[config.mk]
export PLATFORM = sky130hd
export DESIGN_NAME = replay_record_deframer
export DESIGN_NICKNAME = d
export VERILOG_FILES = /design/src/rtl/rrd_pkg.sv /design/src/rtl/rrd_parse.sv /design/src/rtl/rrd_emit.sv /design/src/rtl/replay_record_deframer.sv
export SDC_FILE = /design/constraint.sdc
export NUM_CORES = 1
export LEC_CHECK = 0
export BUFFER_PORTS_ARGS = -buffer_cell sky130_fd_sc_hd__buf_2
export CAP_MARGIN = 20
export CELL_PAD_IN_SITES_DETAIL_PLACEMENT = 2
export CELL_PAD_IN_SITES_GLOBAL_PLACEMENT = 2
export CORE_UTILIZATION = 42
export DETAILED_ROUTE_END_ITERATION = 10
export PLACE_DENSITY = 0.9
export SYNTH_ARGS = -nofsm -noshare
export SYNTH_HDL_FRONTEND = slang
export SYNTH_HIERARCHICAL = 1
export SYNTH_SLANG_ARGS = --single-unit
[constraint.sdc]
create_clock -name i_clk -period 10.5 [get_ports i_clk]
set_input_delay 1.575 -clock i_clk [delete_from_list [all_inputs] [get_ports i_clk]]
set_output_delay 1.575 -clock i_clk [all_outputs]
set_load 0.005 [all_outputs]
[src/rtl/rrd_pkg.sv]
// Package for the replay record deframer.
// Types, codes and constants shared by the parser, the word emitter and the checker.
// No dependencies.
package rrd_pkg;

    localparam int MAX_PLAYERS_DEF = 4;

    localparam logic [8:0]  HDR_SHORT   = 9'd272;
    localparam logic [8:0]  HDR_LONG    = 9'd400;
    localparam logic [8:0]  CNT_POS     = 9'd268;
    localparam logic [31:0] MAGIC_SHORT = 32'h3043524B;
    localparam logic [31:0] MAGIC_LONG  = 32'h3143524B;

    localparam logic [7:0] TYPE_DATA  = 8'h12;
    localparam logic [7:0] TYPE_TEXT  = 8'h14;
    localparam logic [7:0] TYPE_PAIR  = 8'h08;

    localparam logic [2:0] SKIP_LEN   = 3'd4;

    localparam logic [1:0] KIND_REC   = 2'd0;
    localparam logic [1:0] KIND_FILL  = 2'd1;
    localparam logic [1:0] KIND_SUM   = 2'd2;

    localparam logic [2:0] ST_OK      = 3'd0;
    localparam logic [2:0] ST_SHORT   = 3'd1;
    localparam logic [2:0] ST_MAGIC   = 3'd2;
    localparam logic [2:0] ST_HDR     = 3'd3;
    localparam logic [2:0] ST_NOFRAME = 3'd4;

    localparam int TDATA_W = 96;

    typedef enum logic [1:0] {
        FMT_UNKNOWN,
        FMT_SHORT,
        FMT_LONG,
        FMT_BAD
    } t_fmt;

    typedef enum logic [3:0] {
        PH_HEADER,
        PH_TYPE,
        PH_LEN_LO,
        PH_LEN_HI,
        PH_DATA,
        PH_TXT14,
        PH_SKIP4,
        PH_TXT08A,
        PH_TXT08B,
        PH_STOP
    } t_phase;

    // Results caused by one input word, minus the filler count.
    typedef struct packed {
        logic        data_en;
        logic [7:0]  data;
        logic        sum_en;
        logic [31:0] frames;
        logic [31:0] delays;
        logic [2:0]  status;
        logic [15:0] cut;
    } t_job;

    function automatic logic [31:0] sat_inc(input logic [31:0] v);
        sat_inc = (v == 32'hFFFF_FFFF) ? v : v + 32'd1;
    endfunction

endpackage

[src/rtl/rrd_parse.sv]
// Header and record parser for the replay record deframer.
// Holds the file state; turns each accepted input word into a result job.
// Depends on rrd_pkg.
module rrd_parse #(
    parameter int MAX_PLAYERS = rrd_pkg::MAX_PLAYERS_DEF,
    parameter int PW          = $clog2(MAX_PLAYERS + 1),
    parameter int FW          = PW + 2
) (
    input  logic                 i_clk,
    input  logic                 i_rst_n,
    input  logic                 i_accept,
    input  logic [7:0]           i_byte,
    input  logic                 i_last,
    output rrd_pkg::t_job        o_job,
    output logic [FW-1:0]        o_fill
);

    logic [8:0]      r_hdr_pos,  n_hdr_pos;
    rrd_pkg::t_fmt   r_fmt,      n_fmt;
    logic [31:0]     r_magic,    n_magic;
    logic [31:0]     r_cnt,      n_cnt;
    logic [PW-1:0]   r_players,  n_players;
    rrd_pkg::t_phase r_phase,    n_phase;
    logic [15:0]     r_rem,      n_rem;
    logic [15:0]     r_done,     n_done;
    logic [31:0]     r_frames,   n_frames;
    logic [31:0]     r_delays,   n_delays;
    logic            r_in_delay, n_in_delay;
    logic [2:0]      r_skip,     n_skip;

    logic [15:0]     len;
    logic            len_zero;

    assign len      = {i_byte, r_rem[7:0]};
    assign len_zero = (len == 16'd0);

    // next state
    always_comb begin
        n_hdr_pos  = (r_hdr_pos < rrd_pkg::HDR_LONG) ? r_hdr_pos + 9'd1 : r_hdr_pos;
        n_fmt      = r_fmt;
        n_magic    = r_magic;
        n_cnt      = r_cnt;
        n_players  = r_players;
        n_phase    = r_phase;
        n_rem      = r_rem;
        n_done     = r_done;
        n_frames   = r_frames;
        n_delays   = r_delays;
        n_in_delay = r_in_delay;
        n_skip     = r_skip;
        unique case (r_phase)
            rrd_pkg::PH_HEADER: begin
                if (r_hdr_pos < 9'd4) begin
                    n_magic = {i_byte, r_magic[31:8]};
                end
                if (r_hdr_pos == 9'd3) begin
                    if (n_magic == rrd_pkg::MAGIC_SHORT) begin
                        n_fmt = rrd_pkg::FMT_SHORT;
                    end else if (n_magic == rrd_pkg::MAGIC_LONG) begin
                        n_fmt = rrd_pkg::FMT_LONG;
                    end else begin
                        n_fmt   = rrd_pkg::FMT_BAD;
                        n_phase = rrd_pkg::PH_STOP;
                    end
                end
                if (r_hdr_pos >= rrd_pkg::CNT_POS && r_hdr_pos < rrd_pkg::CNT_POS + 9'd4) begin
                    n_cnt = {i_byte, r_cnt[31:8]};
                end
                if (r_hdr_pos == rrd_pkg::CNT_POS + 9'd3) begin
                    if (n_cnt[31] || n_cnt == 32'd0) begin
                        n_players = PW'(1);
                    end else if (n_cnt > 32'(MAX_PLAYERS)) begin
                        n_players = PW'(MAX_PLAYERS);
                    end else begin
                        n_players = n_cnt[PW-1:0];
                    end
                end
                if ((r_fmt == rrd_pkg::FMT_SHORT && r_hdr_pos == rrd_pkg::HDR_SHORT - 9'd1) ||
                    (r_fmt == rrd_pkg::FMT_LONG  && r_hdr_pos == rrd_pkg::HDR_LONG - 9'd1)) begin
                    n_phase = rrd_pkg::PH_TYPE;
                end
            end
            rrd_pkg::PH_TYPE: begin
                if (!i_last) begin
                    if (i_byte == rrd_pkg::TYPE_DATA) begin
                        n_phase = rrd_pkg::PH_LEN_LO;
                    end else if (i_byte == rrd_pkg::TYPE_TEXT) begin
                        n_phase = rrd_pkg::PH_TXT14;
                    end else if (i_byte == rrd_pkg::TYPE_PAIR) begin
                        n_phase = rrd_pkg::PH_TXT08A;
                    end else begin
                        n_phase = rrd_pkg::PH_STOP;
                    end
                end
            end
            rrd_pkg::PH_LEN_LO: begin
                n_rem   = {8'd0, i_byte};
                n_phase = rrd_pkg::PH_LEN_HI;
            end
            rrd_pkg::PH_LEN_HI: begin
                n_rem = len;
                if (len_zero) begin
                    if (r_in_delay) begin
                        n_delays = rrd_pkg::sat_inc(r_delays);
                    end
                    n_frames = rrd_pkg::sat_inc(r_frames);
                    n_phase  = rrd_pkg::PH_TYPE;
                end else begin
                    n_in_delay = 1'b0;
                    n_done     = 16'd0;
                    n_phase    = rrd_pkg::PH_DATA;
                end
            end
            rrd_pkg::PH_DATA: begin
                n_done = r_done + 16'd1;
                n_rem  = r_rem - 16'd1;
                if (r_rem == 16'd1) begin
                    n_frames = rrd_pkg::sat_inc(r_frames);
                    n_phase  = rrd_pkg::PH_TYPE;
                end
            end
            rrd_pkg::PH_TXT14: begin
                if (i_byte == 8'd0) begin
                    n_skip  = rrd_pkg::SKIP_LEN;
                    n_phase = rrd_pkg::PH_SKIP4;
                end
            end
            rrd_pkg::PH_SKIP4: begin
                if (r_skip != 3'd0) begin
                    n_skip = r_skip - 3'd1;
                end
                if (n_skip == 3'd0) begin
                    n_phase = rrd_pkg::PH_TYPE;
                end
            end
            rrd_pkg::PH_TXT08A: begin
                if (i_byte == 8'd0) begin
                    n_phase = rrd_pkg::PH_TXT08B;
                end
            end
            rrd_pkg::PH_TXT08B: begin
                if (i_byte == 8'd0) begin
                    n_phase = rrd_pkg::PH_TYPE;
                end
            end
            default: begin
            end
        endcase
    end

    // job outputs
    always_comb begin
        o_job         = '0;
        o_fill        = '0;
        o_job.data_en = (r_phase == rrd_pkg::PH_DATA);
        o_job.data    = i_byte;
        if (r_phase == rrd_pkg::PH_LEN_HI && len_zero) begin
            o_fill = FW'({r_players, 2'b00});
        end
        o_job.sum_en = i_last;
        o_job.frames = n_frames;
        o_job.delays = n_delays;
        if (n_hdr_pos < rrd_pkg::HDR_SHORT) begin
            o_job.status = rrd_pkg::ST_SHORT;
        end else if (n_fmt != rrd_pkg::FMT_SHORT && n_fmt != rrd_pkg::FMT_LONG) begin
            o_job.status = rrd_pkg::ST_MAGIC;
        end else if (n_fmt == rrd_pkg::FMT_LONG && n_hdr_pos < rrd_pkg::HDR_LONG) begin
            o_job.status = rrd_pkg::ST_HDR;
        end else if (n_frames == 32'd0) begin
            o_job.status = rrd_pkg::ST_NOFRAME;
        end else begin
            o_job.status = rrd_pkg::ST_OK;
        end
        o_job.cut = (n_phase == rrd_pkg::PH_DATA) ? n_done : 16'd0;
    end

    always_ff @(posedge i_clk) begin
        if (!i_rst_n || (i_accept && i_last)) begin
            r_hdr_pos  <= 9'd0;
            r_fmt      <= rrd_pkg::FMT_UNKNOWN;
            r_magic    <= 32'd0;
            r_cnt      <= 32'd0;
            r_players  <= PW'(1);
            r_phase    <= rrd_pkg::PH_HEADER;
            r_rem      <= 16'd0;
            r_done     <= 16'd0;
            r_frames   <= 32'd0;
            r_delays   <= 32'd0;
            r_in_delay <= 1'b1;
            r_skip     <= 3'd0;
        end else if (i_accept) begin
            r_hdr_pos  <= n_hdr_pos;
            r_fmt      <= n_fmt;
            r_magic    <= n_magic;
            r_cnt      <= n_cnt;
            r_players  <= n_players;
            r_phase    <= n_phase;
            r_rem      <= n_rem;
            r_done     <= n_done;
            r_frames   <= n_frames;
            r_delays   <= n_delays;
            r_in_delay <= n_in_delay;
            r_skip     <= n_skip;
        end
    end

endmodule

[src/rtl/rrd_emit.sv]
// Result emitter for the replay record deframer.
// Holds one job and plays it out one word per unstalled cycle through an output register.
// Depends on rrd_pkg.
module rrd_emit #(
    parameter int FW = 5
) (
    input  logic                          i_clk,
    input  logic                          i_rst_n,
    input  logic                          i_job_valid,
    output logic                          o_job_ready,
    input  rrd_pkg::t_job                 i_job,
    input  logic [FW-1:0]                 i_fill,
    output logic                          m_tvalid,
    input  logic                          m_tready,
    output logic [rrd_pkg::TDATA_W-1:0]   m_tdata,  // out_byte, frame_total, delay_total,
                                                    // status, cut_bytes, pad
    output logic                          m_tlast,
    output logic [1:0]                    m_tuser   // out_kind
);

    logic          r_data_en;
    logic [7:0]    r_data;
    logic [FW-1:0] r_fill;
    logic          r_sum_en;
    logic [31:0]   r_frames;
    logic [31:0]   r_delays;
    logic [2:0]    r_status;
    logic [15:0]   r_cut;

    logic          r_valid;
    logic [7:0]    r_o_byte;
    logic [1:0]    r_o_kind;
    logic          r_o_last;
    logic [31:0]   r_o_frames;
    logic [31:0]   r_o_delays;
    logic [2:0]    r_o_status;
    logic [15:0]   r_o_cut;

    logic [FW:0]   items;
    logic          out_move;
    logic          step;
    logic          take;

    assign items    = (FW+1)'(r_fill) + (FW+1)'(r_data_en) + (FW+1)'(r_sum_en);
    assign out_move = !r_valid || m_tready;
    assign step     = out_move && (items != '0);
    assign o_job_ready = (items == '0) || (items == (FW+1)'(1) && out_move);
    assign take     = i_job_valid && o_job_ready;

    always_ff @(posedge i_clk) begin
        if (!i_rst_n) begin
            r_data_en <= 1'b0;
            r_fill    <= '0;
            r_sum_en  <= 1'b0;
        end else if (take) begin
            r_data_en <= i_job.data_en;
            r_fill    <= i_fill;
            r_sum_en  <= i_job.sum_en;
        end else if (step) begin
            if (r_data_en) begin
                r_data_en <= 1'b0;
            end else if (r_fill != '0) begin
                r_fill <= r_fill - FW'(1);
            end else begin
                r_sum_en <= 1'b0;
            end
        end
    end

    always_ff @(posedge i_clk) begin
        if (take) begin
            r_data   <= i_job.data;
            r_frames <= i_job.frames;
            r_delays <= i_job.delays;
            r_status <= i_job.status;
            r_cut    <= i_job.cut;
        end
    end

    always_ff @(posedge i_clk) begin
        if (!i_rst_n) begin
            r_valid <= 1'b0;
        end else if (out_move) begin
            r_valid <= (items != '0);
        end
    end

    always_ff @(posedge i_clk) begin
        if (step) begin
            r_o_last   <= (items == (FW+1)'(1));
            r_o_frames <= 32'd0;
            r_o_delays <= 32'd0;
            r_o_status <= 3'd0;
            r_o_cut    <= 16'd0;
            if (r_data_en) begin
                r_o_byte <= r_data;
                r_o_kind <= rrd_pkg::KIND_REC;
            end else if (r_fill != '0) begin
                r_o_byte <= 8'd0;
                r_o_kind <= rrd_pkg::KIND_FILL;
            end else begin
                r_o_byte   <= 8'd0;
                r_o_kind   <= rrd_pkg::KIND_SUM;
                r_o_frames <= r_frames;
                r_o_delays <= r_delays;
                r_o_status <= r_status;
                r_o_cut    <= r_cut;
            end
        end
    end

    assign m_tvalid = r_valid;
    assign m_tdata  = {5'd0, r_o_cut, r_o_status, r_o_delays, r_o_frames, r_o_byte};
    assign m_tlast  = r_o_last;
    assign m_tuser  = r_o_kind;

endmodule

[src/rtl/replay_record_deframer.sv]
// Replay record deframer, top level.
// Instantiates the parser and the result emitter. Depends on rrd_pkg.
//
// Takes one file byte per cycle on the slave stream while s_tready is high and returns
// recorded bytes, filler zeros and one end summary on the master stream via the emitter's
// job and output registers. A byte with one result or none holds s_tready low only under
// backpressure. A byte with n results (an empty record gives players*4 filler words, the
// final byte adds the summary word) holds s_tready low until one result is left, as the
// emitter sends one word per cycle while not stalled. Downstream backpressure stalls the input too.
module replay_record_deframer #(
    parameter int MAX_PLAYERS = rrd_pkg::MAX_PLAYERS_DEF
) (
    input  logic                          i_clk,
    input  logic                          i_rst_n,
    input  logic                          s_tvalid,
    output logic                          s_tready,
    input  logic [7:0]                    s_tdata,  // in_byte
    input  logic                          s_tlast,
    output logic                          m_tvalid,
    input  logic                          m_tready,
    output logic [rrd_pkg::TDATA_W-1:0]   m_tdata,  // out_byte, frame_total, delay_total,
                                                    // status, cut_bytes, zero pad
    output logic                          m_tlast,
    output logic [1:0]                    m_tuser   // out_kind
);

    localparam int PW = $clog2(MAX_PLAYERS + 1);
    localparam int FW = PW + 2;

    rrd_pkg::t_job  job;
    logic [FW-1:0]  fill;
    logic           accept;

    assign accept = s_tvalid && s_tready;

    rrd_parse #(
        .MAX_PLAYERS (MAX_PLAYERS),
        .PW          (PW),
        .FW          (FW)
    ) u_parse (
        .i_clk    (i_clk),
        .i_rst_n  (i_rst_n),
        .i_accept (accept),
        .i_byte   (s_tdata),
        .i_last   (s_tlast),
        .o_job    (job),
        .o_fill   (fill)
    );

    rrd_emit #(
        .FW (FW)
    ) u_emit (
        .i_clk       (i_clk),
        .i_rst_n     (i_rst_n),
        .i_job_valid (s_tvalid),
        .o_job_ready (s_tready),
        .i_job       (job),
        .i_fill      (fill),
        .m_tvalid    (m_tvalid),
        .m_tready    (m_tready),
        .m_tdata     (m_tdata),
        .m_tlast     (m_tlast),
        .m_tuser     (m_tuser)
    );

endmodule

==> flow_summary.json, run 1 <==
{
  "synthFlopType": "edfxtp_1",
  "synth_edf_count": 185,
  "drive_gt1_share_pct": 12.0,
  "clock-sinks": 367,
  "dr.max_layer_used": "met4",
  "syn_avg_cell_area_sq_um": 9.64,
  "multi_input_area_sq_um": 7250,
  "switching_share_pct": 34.5,
  "die_h_um": 204,
  "yosysWarnings": 6,
  "postRouteAntennaNets": 0,
  "cts_setup_buffers": 0,
  "avgViaCountPerCell": 5.95,
  "place_inst": 2293,
  "worst_ep_arrival_time_ps": 5500,
  "leakage_uw": 0.00721,
  "htreeDepth": 2,
  "antenna_found_initial": 1,
  "hpwl_um": 36800,
  "status": "complete, no violations",
  "clkPwrFrac_pct": 29.5,
  "die_x_um": 204,
  "cts_buffers": 42,
  "syn_area_sq_um": 17100,
  "grt_start_max_net_pins": 89,
  "seqPwrFrac_pct": 45.0,
  "cts.clk_slew.worst_paths_ps": 70,
  "grt_pass1_wl_um": 91100,
  "seq_area_sq_um": 9200,
  "wl_met1_um": 24000,
  "start_util_pct": 42.8,
  "cts-root-buf": "clkbuf_16",
  "portBuffers": 108,
  "p_comb_share_pct": 25.6,
  "cts_hold_buf": 0,
  "dieArea_sq_um": 41600,
  "core_area_sq_um": 40000,
  "clock_skew_ps": 39.4,
  "min_period_ps": 5110,
  "netlist_instances": 1777,
  "fin_cells": 2373,
  "cts_tree": "built",
  "ys_types": 86,
  "setup_violations": 0,
  "ys_ff_latch": 367,
  "route.detailed.drc": 0,
  "rows": 73,
  "p_int_uw": 3210,
  "final_nets": 1842,
  "via_count": 14100,
  "tightest_slew_ps": 1130,
  "slew_headroom_pct": 24.4,
  "postSynth.asyncResetShare_pct": 0,
  "grtUsageTotal_pct": 28.0,
  "power_switching_uw": 1690,
  "cp_max_fo": 45,
  "worstSetupPathType": "reg -> reg",
  "io_pins": 114,
  "drv_slew": 0,
  "first_pass_iters": 5,
  "peakVddDrop_mv": 0.165,
  "fin_util_pct": 48.2,
  "hold_path_class": "reg -> reg",
  "period_share_pct": 48.7,
  "insertion_delay_ps": 600,
  "cts_resized": 0,
  "hold_viol_final": 0,
  "grt_pass1_vias": 15400,
  "areaGrowthSynthToFinish_pct": 12.5,
  "cts_buffer_depth": 3,
  "grt-ovfl-total": 0,
  "drtIter0Drc": 906,
  "place_congestion": 0.851,
  "routed_wl_um": 58100,
  "setup.worst_path.start_class": "flop",
  "wl_met2_um": 30500,
  "wire_per_inst_um": 24.5,
  "setup_tns_ps": 0,
  "critPathRequiredTime_ps": 10890,
  "timing.fmax_mhz": 196,
  "maxCapViolations": 0,
  "end_kind": "flop",
  "wl_met3_um": 2080,
  "power_density_nw_per_um2": 255,
  "n_fill_cell": 4184,
  "rsz0062_at_grt": "no",
  "ys_seq_area_share_pct": 53.7
}
[placed cells by master (no fill, tap or decap), drive strengths merged, types with 47 or more instances in the layout]
cell and instances:
nand2 225, nor2 194, a21oi 136, nor3 47, nand3 57, buf 124, and3 111, clkbuf 49
edfxtp 185, xor2 57, dfxtp 182
[flip-flops by register name (all words and copies together), names as in the netlist, 8 cells and up]
signal             cells
u_emit/r_o_frames     32
u_parse/r_done        16
u_emit/r_o_byte        8
u_parse/r_frames      32
u_emit/r_o_delays     32
u_emit/r_delays       32
u_emit/r_o_cut        16
u_parse/r_magic       24
u_parse/r_hdr_pos      9
u_emit/r_frames       32
u_parse/r_delays      32
u_parse/r_cnt         32
u_emit/r_cut          16
u_emit/r_data          8
u_parse/r_rem         16
[power by group through the flow]
stage,registers [uW],clock network (uW),logic (uW)
final,2210,1450,1250
after floorplan,2170,0,745
after detailed placement,2230,0,1240
after global routing,2240,1520,1370
after global placement,2180,0,1140
after CTS,2210,1480,1270
[path summary, 6_finish.rpt]
check                                   startpoint                                to  slack (ps)  cells after the start
setup / recovery   u_parse/r_phase[0]$_SDFFE_PP0P_      u_emit/r_status[2]$_DFFE_PP_        5390                     12
hold / removal    u_parse/r_magic[14]$_SDFFE_PP0P_  u_parse/r_magic[14]$_SDFFE_PP0P_         450                      2
setup reg to reg   u_parse/r_phase[0]$_SDFFE_PP0P_      u_emit/r_status[2]$_DFFE_PP_        5390                     12
hold reg to reg   u_parse/r_magic[14]$_SDFFE_PP0P_  u_parse/r_magic[14]$_SDFFE_PP0P_         450                      2
[area by class of cell]
| cell class | count | area share, % |
|---|---|---|
| multi-input combinational | 1240 | 37.6 |
| inverter | 39 | 0.772 |
| antenna | 1 | 0.0130 |
| clock inverter | 28 | 1.08 |
| sequential | 367 | 47.7 |
| tap | 525 | 3.41 |
| timing repair buffer | 124 | 3.60 |
| clock buffer | 49 | 5.80 |
[synthesized netlist by cell type (all sizes together), types with 3 or more instances]
| library cell | count | area [sq um] |
|---|---|---|
| nand3 | 57 | 295 |
| dfxtp | 182 | 3640 |
| a211o | 6 | 52.6 |
| or4 | 13 | 97.6 |
| o21ai | 44 | 220 |
| inv | 38 | 143 |
| a21o | 5 | 37.5 |
| a22oi | 11 | 96.3 |
| nor3 | 47 | 240 |
| nor2b | 5 | 31.3 |
| nand4 | 39 | 244 |
| mux2i | 7 | 70.1 |
| nor4b | 9 | 91.3 |
| buf | 39 | 244 |
| a21boi | 3 | 22.5 |
| nand2 | 225 | 852 |
| and3 | 111 | 696 |
| and4 | 11 | 96.3 |
| a21oi | 136 | 681 |
| o211ai | 7 | 52.6 |
| edfxtp | 185 | 5560 |
| o21a | 6 | 45.0 |
| a22o | 4 | 43.8 |
| ha | 14 | 175 |
| nand2b | 7 | 43.8 |
| clkbuf | 97 | 364 |
| and2 | 27 | 171 |
| nand3b | 4 | 33.8 |
| xnor2 | 42 | 368 |
| o31ai | 6 | 50.1 |
| or3 | 25 | 156 |
| a211oi | 25 | 193 |
| a31oi | 7 | 43.8 |
| a311oi | 14 | 123 |
| nor3b | 4 | 30.0 |
| xor2 | 57 | 499 |
| nand4b | 7 | 61.3 |
| nor4 | 22 | 216 |
| nor2 | 194 | 728 |
[worst max-delay path: stages, from the launching register on]
cell and delay (ps):
dfxtp_1 720, nor2_1 200, nand3b_2 110, buf_4 460, inv_1 430, buf_4 330, and2_4 180, a22oi_1 690
a211o_1 220, xor2_1 440, nand4b_1 190, or4_1 570, nor4_2 320
[cell families (layout without fill, tap and decap cells)]
kind of cell	count (synthesis)	count (layout)	share of synthesized area, %
and+or+nand+nor	818	818	24.5
adders and majority gates	15	15	1.14
muxes	9	9	0.540
buffers and inverters	175	240	4.40
DFF	367	367	53.7
other	2	8	0.0438
AOI/OAI and AO/OA	292	292	10.6
xor gates and xnor gates	99	99	5.06
[metrics by stage]
step | hold WS [ps] | power, uW | area (sq um) | setup WS (ps)
after global placement | 441 | 3320 | 17900 | 5320
after detailed placement | 449 | 3470 | 17900 | 4970
after CTS | 454 | 4950 | 19200 | 4880
final | 450 | 4910 | 19300 | 5390
after global routing | 473 | 5130 | 19300 | 5110
after floorplan | 427 | 2910 | 17200 | 6220
[per-layer routing]
| metal | vias up | GRT usage, % |
|---|---|---|
| li1 | 6402 | - |
| met1 | 7260 | 33.9 |
| met2 | 350 | 51.0 |
| met3 | 110 | 3.84 |
| met4 | 0 | 8.80 |
| met5 | - | 0 |
No activity file was read; power rests on OpenSTA's default activity.
==> run 2, diff against run 1 <==
CORE_UTILIZATION = 39   (was 42)
PLACE_DENSITY = 0.85   (was 0.9)
clock period = 5.2 ns   (was 10.5 ns; I/O delays follow)
==> flow_summary.json, run 2 (synthesis gave the netlist of run 1 again) <==
{
  "status": "complete, no violations",
  "grt_pass1_vias": 14900,
  "worst_ep_arrival_time_ps": 4960,
  "cts_buffers": 42,
  "rsz0062_at_grt": "no",
  "drive_gt1_share_pct": 12.5,
  "cts_resized": 0,
  "cp_max_fo": 34,
  "htreeDepth": 2,
  "cts_tree": "built",
  "insertion_delay_ps": 580,
  "drv_slew": 0,
  "avgViaCountPerCell": 5.60,
  "drtIter0Drc": 794,
  "cts_setup_buffers": 0,
  "multi_input_area_sq_um": 7250,
  "setup_violations": 0,
  "rows": 76,
  "worstSetupPathType": "reg -> reg",
  "die_x_um": 212,
  "grt_pass1_wl_um": 84000,
  "postRouteAntennaNets": 0,
  "tightest_slew_ps": 1010,
  "areaGrowthSynthToFinish_pct": 13.7,
  "grtUsageTotal_pct": 23.8,
  "dieArea_sq_um": 44800,
  "leakage_uw": 0.00727,
  "via_count": 13700,
  "hold_path_class": "reg -> reg",
  "die_h_um": 212,
  "hold_viol_final": 0,
  "min_period_ps": 4450,
  "setup_tns_ps": 0,
  "max_stage_delay_ps": 680,
  "cts-root-buf": "clkbuf_16",
  "fin_cells": 2439,
  "end_kind": "flop",
  "p_total_uw": 10000,
  "setup.worst_path.start_class": "flop",
  "final_nets": 1848,
  "clock_skew_ps": 20.2,
  "timing.fmax_mhz": 225,
  "portBuffers": 108,
  "cts_buffer_depth": 3,
  "worstPathCellList": "inv_2 > fa_1 > inv_1 > ha_1 > nor3_1 > nand2b_1 > nor2_1 > and2_2 > nand2b_1 > nor4_1 > and2_1 > buf_4 > nand2_1 > nor3_1 > a21oi_1 > nor2_1",
  "peakVddDrop_mv": 0.409,
  "grt-ovfl-total": 0,
  "io_pins": 114,
  "n_fill_cell": 4630,
  "period_share_pct": 85.5,
  "wire_per_inst_um": 21.5,
  "place_congestion": 0.846,
  "cts_hold_buf": 0,
  "cp_slowest_cell": "nor4_1",
  "route.detailed.drc": 0,
  "critPathRequiredTime_ps": 5710,
  "seq_area_sq_um": 9200,
  "slew_headroom_pct": 32.8,
  "power_density_nw_per_um2": 515,
  "routed_wl_um": 52500,
  "antennaDiodeCount": 0,
  "layout_common_cells": "nand2_1, nor2_1, edfxtp_1",
  "layout_commonest_cell": "nand2_1",
  "cts.clk_slew.worst_paths_ps": 60,
  "hpwl_um": 35100,
  "maxCapViolations": 0,
  "clock-sinks": 367,
  "place_inst": 2359,
  "first_pass_iters": 5,
  "grt_start_max_net_pins": 89,
  "start_util_pct": 39.7,
  "core_area_sq_um": 43200,
  "antenna_found_initial": 0
}
## run 2: metal layers
layer	GRT usage (%)	up-vias	part of all wire, %
met3	3.55	76	2.7
li1	-	6415	-
met5	0	-	0
met2	42.9	186	51
met1	29.4	6977	44
met4	6.45	0	2.0
## run 2: final timing paths
path	start	to	slack [ps]	depth (start not counted)
max	u_emit/r_data_en$_SDFFE_PN0P_	u_parse/r_players[2]$_SDFFE_PP0P_	750	16
min	u_parse/r_magic[15]$_SDFFE_PP0P_	u_parse/r_magic[15]$_SDFFE_PP0P_	460	2
max reg2reg	u_emit/r_data_en$_SDFFE_PN0P_	u_parse/r_players[2]$_SDFFE_PP0P_	750	16
min reg2reg	u_parse/r_magic[15]$_SDFFE_PP0P_	u_parse/r_magic[15]$_SDFFE_PP0P_	460	2
## run 2: layout make-up
class                      instances  area share (%)
clock buffer                      53            5.76
multi-input combinational       1240            37.2
sequential                       367            47.2
tap                              585            3.76
clock inverter                    25            1.57
timing repair buffer             130            3.72
inverter                          39           0.764
## run 2: metrics by stage
stage               cell area [sq um]  util (%)  hold WS (ps)  setup slack, ps
global placement                18000      41.8           441             1130
detailed placement              18000      41.8           449              752
finish                          19500      45.1           460              753
global route                    19500      45.1           495              374
floorplan                       17200         -           427             1390
CTS                             19500      45.1           460              731
## run 2: where the power goes
part	switching (uW)	internal [uW]
Clock	1260	1840
Combinational	1700	815
Sequential	353	4060
Total	3310	6710
## run 2: critical path: cells and delay by family (launching register included)
family          cells  cell delay [ps]
compound gates      1               70
fa+ha+maj           2              670
buf+inv             3              500
flops               1              480
simple gates       10             2640
